## src/rtl/tgarle_pkg.sv

```systemverilog
// Shared types and constants for the TGA RLE pixel decoder.
// No dependencies; used by every module under rtl/.
package tgarle_pkg;

    localparam int unsigned DataW   = 8;
    localparam int unsigned CfgIdxW = 2;
    localparam int unsigned CfgDatW = 3;
    localparam int unsigned OutDatW = 48;

    localparam logic [7:0] HDR_RUN_BIT    = 8'h80;
    localparam logic [7:0] HDR_COUNT_MASK = 8'h7F;
    localparam logic [7:0] CH5_MASK       = 8'h1F;

    // configuration register indexes
    localparam logic [CfgIdxW-1:0] CFG_PIXEL_BYTES = 2'd0;
    localparam logic [CfgIdxW-1:0] CFG_RLE_ENABLED = 2'd1;

    localparam logic [2:0] PIXEL_BYTES_RESET = 3'd1;

    typedef struct packed {
        logic [7:0] repeat_count;
        logic [7:0] alpha;
        logic [7:0] blue;
        logic [7:0] green;
        logic [7:0] red;
        logic [7:0] index_value;
        logic       packet_last;
    } t_pixel;

    // one decode result headed for the output register
    typedef struct packed {
        logic   emit;
        t_pixel pix;
    } t_result;

endpackage

```

## src/rtl/tgarle_parser.sv

```systemverilog
// Packet/pixel parser: configuration registers, packet state, pixel assembly.
// Depends on tgarle_pkg.
module tgarle_parser (
    input  logic                          i_clk,
    input  logic                          i_rst_n,
    input  logic                          i_cfg_we,
    input  logic [tgarle_pkg::CfgIdxW-1:0] i_cfg_index,
    input  logic [tgarle_pkg::CfgDatW-1:0] i_cfg_data,
    input  logic                          i_accept,
    input  logic [7:0]                    i_byte,
    output tgarle_pkg::t_result           o_result,
    output logic                          o_header
);

    logic [2:0]  r_pixel_bytes;
    logic        r_rle_enabled;
    logic        r_awaiting_header, n_awaiting_header;
    logic        r_run_packet,      n_run_packet;
    logic [7:0]  r_pixels_left,     n_pixels_left;
    logic [1:0]  r_byte_position,   n_byte_position;
    logic [23:0] r_held,            n_held;

    logic [2:0]  eff_size;
    logic [7:0]  b0, b1, b2, b3;
    tgarle_pkg::t_result res;

    always_comb begin
        if (r_pixel_bytes == 3'd0) begin
            eff_size = 3'd1;
        end else if (r_pixel_bytes > 3'd4) begin
            eff_size = 3'd4;
        end else begin
            eff_size = r_pixel_bytes;
        end
    end

    assign o_header = r_rle_enabled && r_awaiting_header;

    always_comb begin
        n_awaiting_header = r_awaiting_header;
        n_run_packet      = r_run_packet;
        n_pixels_left     = r_pixels_left;
        n_byte_position   = r_byte_position;
        n_held            = r_held;
        res               = '0;
        res.pix.repeat_count = 8'd1;
        res.pix.packet_last  = 1'b1;
        b0 = r_held[7:0];
        b1 = r_held[15:8];
        b2 = r_held[23:16];
        b3 = 8'd0;

        if (o_header) begin
            n_run_packet      = (i_byte & tgarle_pkg::HDR_RUN_BIT) != 8'd0;
            n_pixels_left     = (i_byte & tgarle_pkg::HDR_COUNT_MASK) + 8'd1;
            n_awaiting_header = 1'b0;
            n_byte_position   = 2'd0;
            n_held            = '0;
        end else if (({1'b0, r_byte_position} + 3'd1) < eff_size) begin
            // gather another byte of the pixel
            case (r_byte_position)
                2'd0:    n_held[7:0]   = r_held[7:0]   | i_byte;
                2'd1:    n_held[15:8]  = r_held[15:8]  | i_byte;
                2'd2:    n_held[23:16] = r_held[23:16] | i_byte;
                default: n_held        = r_held;
            endcase
            n_byte_position = r_byte_position + 2'd1;
        end else begin
            res.emit = 1'b1;
            case (eff_size)
                3'd1:    b0 = i_byte;
                3'd2:    b1 = i_byte;
                3'd3:    b2 = i_byte;
                default: b3 = i_byte;
            endcase
            case (eff_size)
                3'd1: begin
                    res.pix.index_value = b0;
                end
                3'd2: begin
                    res.pix.red   = {3'b000, b1[6:2]} & tgarle_pkg::CH5_MASK;
                    res.pix.green = {3'b000, b1[1:0], b0[7:5]} & tgarle_pkg::CH5_MASK;
                    res.pix.blue  = b0 & tgarle_pkg::CH5_MASK;
                end
                default: begin
                    res.pix.blue  = b0;
                    res.pix.green = b1;
                    res.pix.red   = b2;
                    res.pix.alpha = (eff_size == 3'd4) ? b3 : 8'd0;
                end
            endcase
            n_byte_position = 2'd0;
            n_held          = '0;

            if (r_rle_enabled) begin
                if (r_run_packet) begin
                    res.pix.repeat_count = (r_pixels_left == 8'd0) ? 8'd1 : r_pixels_left;
                    n_pixels_left     = 8'd0;
                    n_awaiting_header = 1'b1;
                end else if (r_pixels_left <= 8'd1) begin
                    n_pixels_left     = 8'd0;
                    n_awaiting_header = 1'b1;
                end else begin
                    n_pixels_left       = r_pixels_left - 8'd1;
                    res.pix.packet_last = 1'b0;
                end
            end
        end
    end

    assign o_result = res;

    always_ff @(posedge i_clk) begin
        if (!i_rst_n) begin
            r_pixel_bytes     <= tgarle_pkg::PIXEL_BYTES_RESET;
            r_rle_enabled     <= 1'b1;
            r_awaiting_header <= 1'b1;
            r_run_packet      <= 1'b0;
            r_pixels_left     <= 8'd0;
            r_byte_position   <= 2'd0;
            r_held            <= '0;
        end else begin
            if (i_cfg_we) begin
                case (i_cfg_index)
                    tgarle_pkg::CFG_PIXEL_BYTES: r_pixel_bytes <= i_cfg_data;
                    tgarle_pkg::CFG_RLE_ENABLED: r_rle_enabled <= i_cfg_data[0];
                    default: ;
                endcase
            end
            if (i_accept) begin
                r_awaiting_header <= n_awaiting_header;
                r_run_packet      <= n_run_packet;
                r_pixels_left     <= n_pixels_left;
                r_byte_position   <= n_byte_position;
                r_held            <= n_held;
            end
        end
    end

endmodule

```

## src/rtl/tgarle_out_reg.sv

```systemverilog
// Output register: holds one decoded pixel word until the master side takes it.
// Depends on tgarle_pkg.
module tgarle_out_reg (
    input  logic                i_clk,
    input  logic                i_rst_n,
    input  logic                i_load,
    input  tgarle_pkg::t_pixel  i_pix,
    input  logic                i_tready,
    output logic                o_tvalid,
    output tgarle_pkg::t_pixel  o_pix,
    output logic                o_can_load
);

    logic               r_valid;
    tgarle_pkg::t_pixel r_pix;

    // free when empty or when the held word leaves this cycle
    assign o_can_load = !r_valid || i_tready;

    always_ff @(posedge i_clk) begin
        if (!i_rst_n) begin
            r_valid <= 1'b0;
        end else if (i_load) begin
            r_valid <= 1'b1;
        end else if (i_tready) begin
            r_valid <= 1'b0;
        end
    end

    always_ff @(posedge i_clk) begin
        if (i_load) begin
            r_pix <= i_pix;
        end
    end

    assign o_tvalid = r_valid;
    assign o_pix    = r_pix;

endmodule

```

## src/rtl/tga_rle_pixel_decoder.sv

```systemverilog
// TGA RLE pixel decoder: takes one byte of TGA pixel data per cycle and gives one word per
// completed pixel, with its repeat count, so a whole run packet yields a single word.
// Header and non-final pixel bytes yield no word. The block sustains one byte per clock;
// each accepted byte is decoded by the parser in the same cycle and lands in the output
// register. Input stalls only while that register holds a word the master has not taken.
// The user must write configuration only while idle; the block does not enforce it.
// Depends on tgarle_pkg, tgarle_parser and tgarle_out_reg.
module tga_rle_pixel_decoder (
    input  logic                           i_clk,
    input  logic                           i_rst_n,
    input  logic                           i_cfg_we,
    input  logic [tgarle_pkg::CfgIdxW-1:0] i_cfg_index,
    input  logic [tgarle_pkg::CfgDatW-1:0] i_cfg_data,
    input  logic                           s_tvalid,
    output logic                           s_tready,
    input  logic [tgarle_pkg::DataW-1:0]   s_tdata,   // data_byte
    output logic                           m_tvalid,
    input  logic                           m_tready,
    // index_value, red, green, blue, alpha, repeat_count (low to high)
    output logic [tgarle_pkg::OutDatW-1:0] m_tdata,
    output logic                           m_tlast    // packet_last
);

    logic                accept;
    logic                can_load;
    logic                header;
    tgarle_pkg::t_result result;
    tgarle_pkg::t_pixel  out_pix;

    assign s_tready = can_load;
    assign accept   = s_tvalid && s_tready;

    tgarle_parser u_parser (
        .i_clk       (i_clk),
        .i_rst_n     (i_rst_n),
        .i_cfg_we    (i_cfg_we),
        .i_cfg_index (i_cfg_index),
        .i_cfg_data  (i_cfg_data),
        .i_accept    (accept),
        .i_byte      (s_tdata),
        .o_result    (result),
        .o_header    (header)
    );

    tgarle_out_reg u_out_reg (
        .i_clk      (i_clk),
        .i_rst_n    (i_rst_n),
        .i_load     (accept && result.emit),
        .i_pix      (result.pix),
        .i_tready   (m_tready),
        .o_tvalid   (m_tvalid),
        .o_pix      (out_pix),
        .o_can_load (can_load)
    );

    assign m_tdata = {out_pix.repeat_count, out_pix.alpha, out_pix.blue,
                      out_pix.green, out_pix.red, out_pix.index_value};
    assign m_tlast = out_pix.packet_last;

`ifndef SYNTH
    a_repeat_nonzero: assert property (@(posedge i_clk) disable iff (!i_rst_n)
        m_tvalid |-> (m_tdata[47:40] != 8'd0))
        else $error("repeat_count of zero on output word");

    a_run_ends_packet: assert property (@(posedge i_clk) disable iff (!i_rst_n)
        (m_tvalid && (m_tdata[47:40] > 8'd1)) |-> m_tlast)
        else $error("repeated pixel does not end its packet");

    a_header_no_word: assert property (@(posedge i_clk) disable iff (!i_rst_n)
        (accept && header && (!m_tvalid || m_tready)) |=> !m_tvalid)
        else $error("header byte produced an output word");

    a_word_needs_byte: assert property (@(posedge i_clk) disable iff (!i_rst_n)
        (!m_tvalid && !accept) |=> !m_tvalid)
        else $error("output word appeared without an accepted byte");
`endif

endmodule

```

## config.mk

```make
export PLATFORM = sky130hd
export DESIGN_NAME = tga_rle_pixel_decoder
export DESIGN_NICKNAME = d
export VERILOG_FILES = /design/src/rtl/tgarle_pkg.sv /design/src/rtl/tgarle_parser.sv /design/src/rtl/tgarle_out_reg.sv /design/src/rtl/tga_rle_pixel_decoder.sv
export SDC_FILE = /design/constraint.sdc
export NUM_CORES = 1
export LEC_CHECK = 0
export BUFFER_PORTS_ARGS = -buffer_cell sky130_fd_sc_hd__buf_4
export CORE_MARGIN = 5
export CORE_UTILIZATION = 40
export CTS_CLUSTER_DIAMETER = 200
export DETAILED_ROUTE_END_ITERATION = 10
export PLACE_DENSITY = 0.57
export SYNTH_ARGS = -nofsm -noshare
export SYNTH_HDL_FRONTEND = slang
export SYNTH_HIERARCHICAL = 1
export SYNTH_SLANG_ARGS = --single-unit
```

## constraint.sdc

```tcl
create_clock -name i_clk -period 4.4 [get_ports i_clk]
set_input_delay 0.22 -clock i_clk [delete_from_list [all_inputs] [get_ports i_clk]]
set_output_delay 0.22 -clock i_clk [all_outputs]
set_load 0.02 [all_outputs]
```

---- Word level (Yosys, flattened, before mapping) ----
Index checks and enable logic that the tools add are counted.
storage, ports and cells
  flip-flop bits (word level) ............. 90
  logic and storage cells ................. 105
cells by class
  muxes and demuxes ....................... 37
  magnitude comparators ................... 3
  reduce and logical (&&, ||, !) cells .... 26
  equality and inequality tests ........... 11
  bitwise operators ....................... 7
  add/subtract/negate cells ............... 4
operators with widths
  operator                                                        count
  two-way mux 8 bit                                               18
  two-way mux 50 bit                                              2
  two-way mux 24 bit                                              2
  one-hot mux 24 bit (2 select lines)                             1
  bitwise OR 8 bit                                                3
  AND reduction 2 bit                                             6
  two-way mux 1 bit                                               10
  != test 3 bit, second input constant                            3
  adder 7 x 1 -> 8 bit, second input constant                     1
  less-or-equal comparator 8 x 1 -> 1 bit, second input constant  1
  logical NOT 8 bit                                               1
  subtractor 8 x 1 -> 8 bit, second input constant                1
  == test 3 x 2 -> 1 bit, second input constant                   2
  two-way mux 3 bit                                               2
  OR reduction 6 bit                                              1
  OR reduction 5 bit                                              1
  == test 2 x 1 -> 1 bit, second input constant                   2
  logical NOT 2 bit                                               2
  two-way mux 2 bit                                               2
  inverter 1 bit                                                  4
  AND reduction 4 bit                                             1
  nonzero test 2 bit                                              2
  OR reduction 2 bit                                              2
  OR reduction 4 bit                                              1
  other kinds (15)                                                17

---- Logic depth before layout (Yosys ltp) ----
Gate-level depths: netlist of the first run.
  depth in word-level cells ............... 11
  mapped depth ............................ 9
  mapped depth without buffers ............ 9

---- Hierarchy ----
The synthesis of the first run kept the hierarchy.
by module, submodules not included
  module                 cells each  area an instance (um^2)  instances
  tgarle_parser          323         2488.6                   1
  tgarle_out_reg         53          1520.2                   1
  tga_rle_pixel_decoder  2           12.5                     1

---- Worst setup path after synthesis of the first run ----
Ideal clock, no wire load.
  kind .................................... register to register
  from .................................... reg u_parser.r_pixel_bytes[2]
  to ...................................... reg u_out_reg.r_pix, in the netlist u_out_reg/o_pix[0], enable pin
  cell stages (with the launch flop) ...... 8
  setup time .............................. 413 ps
  clock period less this slack ............ 3400 ps
  setup slack ............................. 1000 ps
  buffers on the path ..................... 1
  data required time ...................... 3987 ps
  arrival time ............................ 2988 ps
  path through ............................ dfxtp_1 > clkbuf_1 > inv_1 > ha_1 > a2bb2oi_2 > nand3b_1 > inv_2 > and3_1
RTL lines
  item                      RTL line              RTL
  start: declaration        tgarle_parser.sv:15   logic [2:0] r_pixel_bytes;
  start signal: assignment  tgarle_parser.sv:115  r_pixel_bytes <= tgarle_pkg::PIXEL_BYTES_RESET;
  start signal: assignment  tgarle_parser.sv:125  tgarle_pkg::CFG_PIXEL_BYTES: r_pixel_bytes <= i_cfg_data;
  end signal: assignment    tgarle_out_reg.sv:32  r_pix <= i_pix;
  end: declaration          tgarle_out_reg.sv:15  tgarle_pkg::t_pixel r_pix;

==> results of run 1 <==
-- final cells by class --
class	count	share of cell area, %
clock inverter	7	1.55
timing repair buffer	70	11.1
multi-input combinational	255	33.1
clock buffer	9	2.56
tap	133	3.44
inverter	11	0.853
sequential	90	47.4
-- power by group --
group	leakage [uW]	internal, uW	switching, uW
combinational	0.00102	122	205
sequential	0.000793	937	37.7
clock	0.000106	269	301
total	0.00192	1330	544
-- metal layers --
| metal | track usage [%] | up-vias | part of all wire [%] |
|---|---|---|---|
| li1 | - | 1479 | - |
| met1 | 23.9 | 1452 | 46 |
| met2 | 24.7 | 131 | 45 |
| met3 | 4.48 | 14 | 7.8 |
| met4 | 5.01 | 0 | 1.4 |
| met5 | 0 | - | 0 |
-- worst max-delay path: cells and delay by family, from the launching register on --
kind / cells / cell delay (ns)
simple gates: 2 / 0.91
flops: 1 / 0.71
buf+inv: 3 / 0.66
fa+ha+maj: 1 / 0.45
compound gates: 1 / 0.34
-- state kept, by name, indices dropped and copies added, names as in the netlist --
name,cells
u_out_reg/o_tvalid,1
u_out_reg/o_pix,49
u_parser/r_awaiting_header,1
u_parser/r_held,24
u_parser/r_pixels_left,8
u_parser/r_rle_enabled,1
u_parser/r_pixel_bytes,3
u_parser/r_byte_position,2
u_parser/r_run_packet,1
-- cell usage in the layout, fill, tap and decap left out, drive strengths merged, types with 12 or more instances in the layout --
cell / count
a21oi: 35
and2: 27
and3: 21
buf: 70
dfxtp: 41
edfxtp: 49
inv: 15
nand2: 16
nand3: 12
nor2: 48
o21ai: 14
-- metrics by stage --
stage | std cells | hold WS [ns] | power (uW) | instance area (um^2)
after floorplan | 378 | 0.345 | 1200 | 4020
after global placement | 559 | 0.443 | 1310 | 4640
after detailed placement | 559 | 0.447 | 1320 | 4640
after CTS | 575 | 0.0766 | 1890 | 4840
after global routing | 575 | 0.0650 | 1960 | 4840
final | 575 | 0.0838 | 1870 | 4840
-- cell families (layout without fill, tap and decap cells) --
family	count (synthesis)	count (layout)	synth area share (%)
xor gates and xnor gates	5	5	1.09
buffers and inverters	33	97	3.14
and+or+nand+nor	151	151	20.0
AOI/OAI and AO/OA	79	79	13.3
DFF	90	90	57.0
muxes	11	11	2.74
adders and majority gates	9	9	2.80
-- worst min-delay path by stage --
stage	to	slack [ns]	start
after floorplan	u_parser/r_rle_enabled$_SDFFE_PN1P_	0.35	i_cfg_data[0]
after global placement	u_parser/r_held[2]$_SDFFE_PN0P_	0.44	u_parser/r_held[2]$_SDFFE_PN0P_
after detailed placement	u_parser/r_held[15]$_SDFFE_PN0P_	0.45	u_parser/r_held[15]$_SDFFE_PN0P_
after CTS	u_parser/r_rle_enabled$_SDFFE_PN1P_	0.08	i_cfg_data[0]
after global routing	u_parser/r_rle_enabled$_SDFFE_PN1P_	0.07	i_cfg_data[0]
final	u_parser/r_rle_enabled$_SDFFE_PN1P_	0.08	i_cfg_data[0]
==> results.cfg, run 1 <==
[pwr]
ir_drop_v = 0.000139
p_leak_uw = 0.00192
powerDensity_mw_per_mm2 = 387

[sta]
max_freq_mhz = 296
timing.final.crit_share_pct = 76.7
rsz0062_at_grt = no
slew_headroom_pct = 30.9
setup_ws_ns = 1.02
tns_ns = 0
finalHoldViolations = 0
setup_viol = 0
worst_slew_pin_slew_ns = 1.03
maxSlewViolCount = 0
min_period_ns = 3.38
clock_skew_ns = 0.00992

[yosys]
netlist_top_cells_count = edfxtp_1 (49), nor2_1 (48), dfxtp_1 (41)
yosysSeqAreaShare_pct = 57.0
syn_nets = 405
ys.warnings.count = 6
syn_inst = 378
synth.area.top_cells = edfxtp_1 (37%), dfxtp_1 (20%), nor2_1 (4.5%)
synth_top_area_cell = edfxtp_1
ys.flop_type = edfxtp_1
synth_top_area_share_pct = 36.6
synth-edff-count = 49
syn_avg_cell_area_um2 = 10.6
synth_area_mm2 = 0.00402
yosysMostFrequentCell = edfxtp_1
async_flop_share_pct = 0
yosys_register_bits = 90
ys_types = 54

[die]
rows = 36
dieArea_mm2 = 0.0122
ios = 69
die_w_um = 110
start_util_pct = 41.1
core-area_mm2 = 0.00977
die_h_um = 110

[clocking]
cts_tree = built
post_cts_resized = 0
post-cts-setup-buffers = 0
cts.clk_slew.worst_paths_ns = 0.09
clk_path_buf_depth = 2
postCtsHoldBufs = 0
cts_root_buf = clkbuf_8
cts_made_buffers = 9
htree_num_levels = 3
cts_sinks = 90
clock_latency_ns = 0.36

[route]
via_count = 3076
postRouteWirelength_mm = 9.64
ant_nets = 0
drc_errors = 0
dr.pass1.iters = 5
wl_per_cell_um = 16.8
dr.first_iter.drc_count = 179
vias_per_cell = 5.35

[grt]
track_usage_pct = 16.7
antenna_found_initial = 0
grt-ovfl-total = 0
grt_pass1_wl_mm = 15.2
grt_max_degree = 29
first_global_vias = 2842

[place]
io_buffers = 68
dpl_worst_slack_ns = 1.01
dp_hpwl_mm = 6.67
routabilityCongestion = 0.860

[critical_path]
reg2reg_to = u_out_reg/o_pix[27]$_DFFE_PP_
worstSetupEndpoint = u_out_reg/o_pix[27]$_DFFE_PP_
crit_path_start_kind = register
required_ns = 4.47
crit_slowest_cell = dfxtp_1
endpoint_kind = register
reg2reg_depth = 7
crit_start = u_parser/r_pixel_bytes[2]$_SDFFE_PN0P_
arrival_ns = 3.44
path_cells = inv_1 > ha_1 > a2bb2oi_2 > nand3b_1 > inv_2 > and3_2 > buf_12
r2r_setup_slack_ns = 1.02
cp_max_fo = 28
r2r_start = u_parser/r_pixel_bytes[2]$_SDFFE_PN0P_
crit_type = register to register
crit_path_max_incr_delay_ns = 0.71

[outcome]
outcome = completed

[finish]
final_nets = 464
num-fill-cells = 896
antenna_cells = 0
regArea_mm2 = 0.00229
multi_input_area_mm2 = 0.00160
syn_to_final_growth_pct = 20.4
fin_util_pct = 49.5
layout-drive-gt1-share_pct = 21.7

[job]
cap_violations = 0

[min_path]
hold_path.class = input pin to register
worstHoldPathCells = 3
(Power assumes the default switching activity.)
==> run 2, diff against run 1 <==
Settings changed: ABC_AREA set to 1, PLACE_DENSITY 0.57 to 0.59.
Clock period 4.4 ns to 3.1 ns, I/O delays scaled along.
==> run 2 against run 1 <==
  * First-iteration DRC count is 8.4% higher
  * Final cell count is 15% higher
  * Critical path depth is 6 higher
  * Flip-flop and latch count stayed put
  * Core utilization is 0.93 points lower
  * Sequential power is 41% higher
  * Critical endpoint is now u_out_reg/o_pix[3]$_DFFE_PP_
==> results.cfg, run 2 <==
[clocking]
cts_tree = built
cts_root_buf = clkbuf_8
cts_made_buffers = 9
post-cts-setup-buffers = 0
cts.clk_slew.worst_paths_ns = 0.08
postCtsHoldBufs = 0
post_cts_resized = 0
clock_latency_ns = 0.36
htree_num_levels = 3
clk_path_buf_depth = 2
cts_sinks = 90

[critical_path]
required_ns = 3.12
cp_num_buf_inv = 6
path_cells = inv_1 > ha_1 > inv_1 > nand3_1 > nand2_1 > inv_1 > nand2_4 > nand2_2 > nand2_2 > inv_2 > inv_1 > nor2_4 > buf_4
crit_path_max_incr_delay_ns = 0.42
endpoint_kind = register
crit_path_start_kind = register
critPathTopFamily = buffers and inverters
cp_max_fo = 30
arrival_ns = 2.38
crit_type = register to register
crit_slowest_cell = dfxtp_1
path_common_cell = inv_1

[yosys]
synth.area.top_cells = edfxtp_1 (35%), dfxtp_1 (20%), inv_1 (5.8%)
yosysMostFrequentCell = inv_1
synth-edff-count = 49
netlist_top_cells_count = inv_1 (64), nor2_1 (56), nand2_1 (55)
synth_top_family_by_area = simple AND/OR/NAND/NOR gates
synth_top_area_cell = edfxtp_1
async_flop_share_pct = 0
ys.flop_type = edfxtp_1
synth_mux_area_share_pct = 0
ys.warnings.count = 6
synth_area_mm2 = 0.00417
yosys_register_bits = 90
synth-xor-area-share_pct = 1.05
synth-simple-area-share_pct = 21.8
ys_types = 32
synth_top_area_share_pct = 35.3
syn_inst = 454
yosysSeqAreaShare_pct = 54.9
syn_nets = 481
syn_avg_cell_area_um2 = 9.19
yosys.area_share.adder_pct = 2.70
synth_compound_area_share_pct = 10.9

[grt]
grt_max_degree = 32
grt_use_met3_pct = 2.48
met1_usage_pct = 20.4
first_global_vias = 3104
grt-ovfl-total = 0
track_usage_pct = 15.3
top_usage_layer = met2
use_met2_pct = 25.1
antenna_found_initial = 0
grt_pass1_wl_mm = 15.7

[job]
cap_violations = 0

[route]
wl_per_cell_um = 14.4
dr.first_iter.drc_count = 194
dr.pass1.iters = 5
postRouteWirelength_mm = 9.49
vias_per_cell = 4.83
via_count = 3192
ant_nets = 0
drc_errors = 0

[finish]
antenna_cells = 0
final_nets = 547
layout-drive-gt1-share_pct = 24.0
layout_commonest_cell = buf_4
syn_to_final_growth_pct = 19.1
largest_reg_flops = 49
num-fill-cells = 1012
final_cell_mix = buf_4 (72), inv_1 (64), nor2_1 (56)
layout.cells.non_filler = 661

[place]
routabilityCongestion = 0.823
io_buffers = 68
dp.cells = 645
dp_hpwl_mm = 6.61

[sta]
tns_ns = 0
rsz0062_at_grt = no
setup_viol = 0
slew_headroom_pct = 49.4
max_freq_mhz = 423
timing.final.crit_share_pct = 76.2
worst_slew_pin_slew_ns = 0.756
clock_skew_ns = 0.0103
finalHoldViolations = 0
min_period_ns = 2.36
holdWs_ns = 0.0255
maxSlewViolCount = 0

[die]
ios = 69
start_util_pct = 40.8
die_h_um = 112
rows = 37
die_w_um = 112
core-area_mm2 = 0.0102
dieArea_mm2 = 0.0126

[outcome]
outcome = completed

[pwr]
ir_drop_v = 0.000213
powerDensity_mw_per_mm2 = 536
p_leak_uw = 0.00199

[min_path]
hold_path.class = input pin to register
==> run 2: changes by cell type after synthesis, sizes merged, moves of 5 or more <==
cell and delta:
nor2 +12, nand2 +48, mux2i -11, buf +5, nand4 +7, nand2b -6
and2 -27, nor3 +18, nand3 +33, o21ai +6, and3 -21, clkbuf -10
inv +55
==> run 2: cell families (layout without fill, tap and decap cells) <==
logic type / count (synthesis) / after routing
AOI/OAI and AO/OA: 69 / 69
adders and majority gates: 9 / 9
and+or+nand+nor: 197 / 197
DFF: 90 / 90
xor gates and xnor gates: 5 / 5
buffers and inverters: 84 / 155
==> run 2: path summary, 6_finish.rpt <==
path	slack, ns	start	depth (start not counted)	end
setup / recovery	0.74	u_parser/r_byte_position[0]$_SDFFE_PN0P_	13	u_out_reg/o_pix[3]$_DFFE_PP_
hold / removal	0.03	i_cfg_data[0]	3	u_parser/r_pixel_bytes[0]$_SDFFE_PN1P_
setup reg to reg	0.74	u_parser/r_byte_position[0]$_SDFFE_PN0P_	13	u_out_reg/o_pix[3]$_DFFE_PP_
hold reg to reg	0.46	u_parser/r_held[9]$_SDFFE_PN0P_	2	u_parser/r_held[9]$_SDFFE_PN0P_
==> run 2: tightest hold or removal path: stages <==
cell,delay [ns]
buf_4,0.08
nand2_1,0.04
o211ai_1,0.06
==> run 2: metal layers <==
| layer | up-vias | routed length [um] |
|---|---|---|
| li1 | 1631 | - |
| met5 | - | 0 |
| met3 | 11 | 495 |
| met1 | 1458 | 4380 |
| met4 | 0 | 167 |
| met2 | 92 | 4450 |
==> run 2: layout make-up <==
cell class              count  area (um^2)  area share (%)
repair buffers             72          541            10.9
flip-flops and latches     90         2290            46.1
inverters                  67          251            5.06
well taps                 136          170            3.42
clock buffers              12          166            3.35
clock inverters             4         22.5           0.453
multi-input cells         280         1530            30.7
==> run 2: report_power, final <==
group	internal [uW]	switching (uW)	leakage (uW)
Clock	360	405	0.0000971
Sequential	1340	35.1	0.000796
Combinational	173	352	0.00109
Total	1870	792	0.00199
==> run 2: per-stage QoR <==
step                      util (%)  cell area (um^2)  worst slack (ns)  total power, uW
after floorplan                  -              4170            0.0396             1780
after global placement        46.8              4780             0.876             1920
after detailed placement      46.8              4780             0.733             1930
after CTS                     48.6              4970             0.715             2690
after global routing          48.6              4970             0.534             2820
final                         48.6              4970             0.737             2660
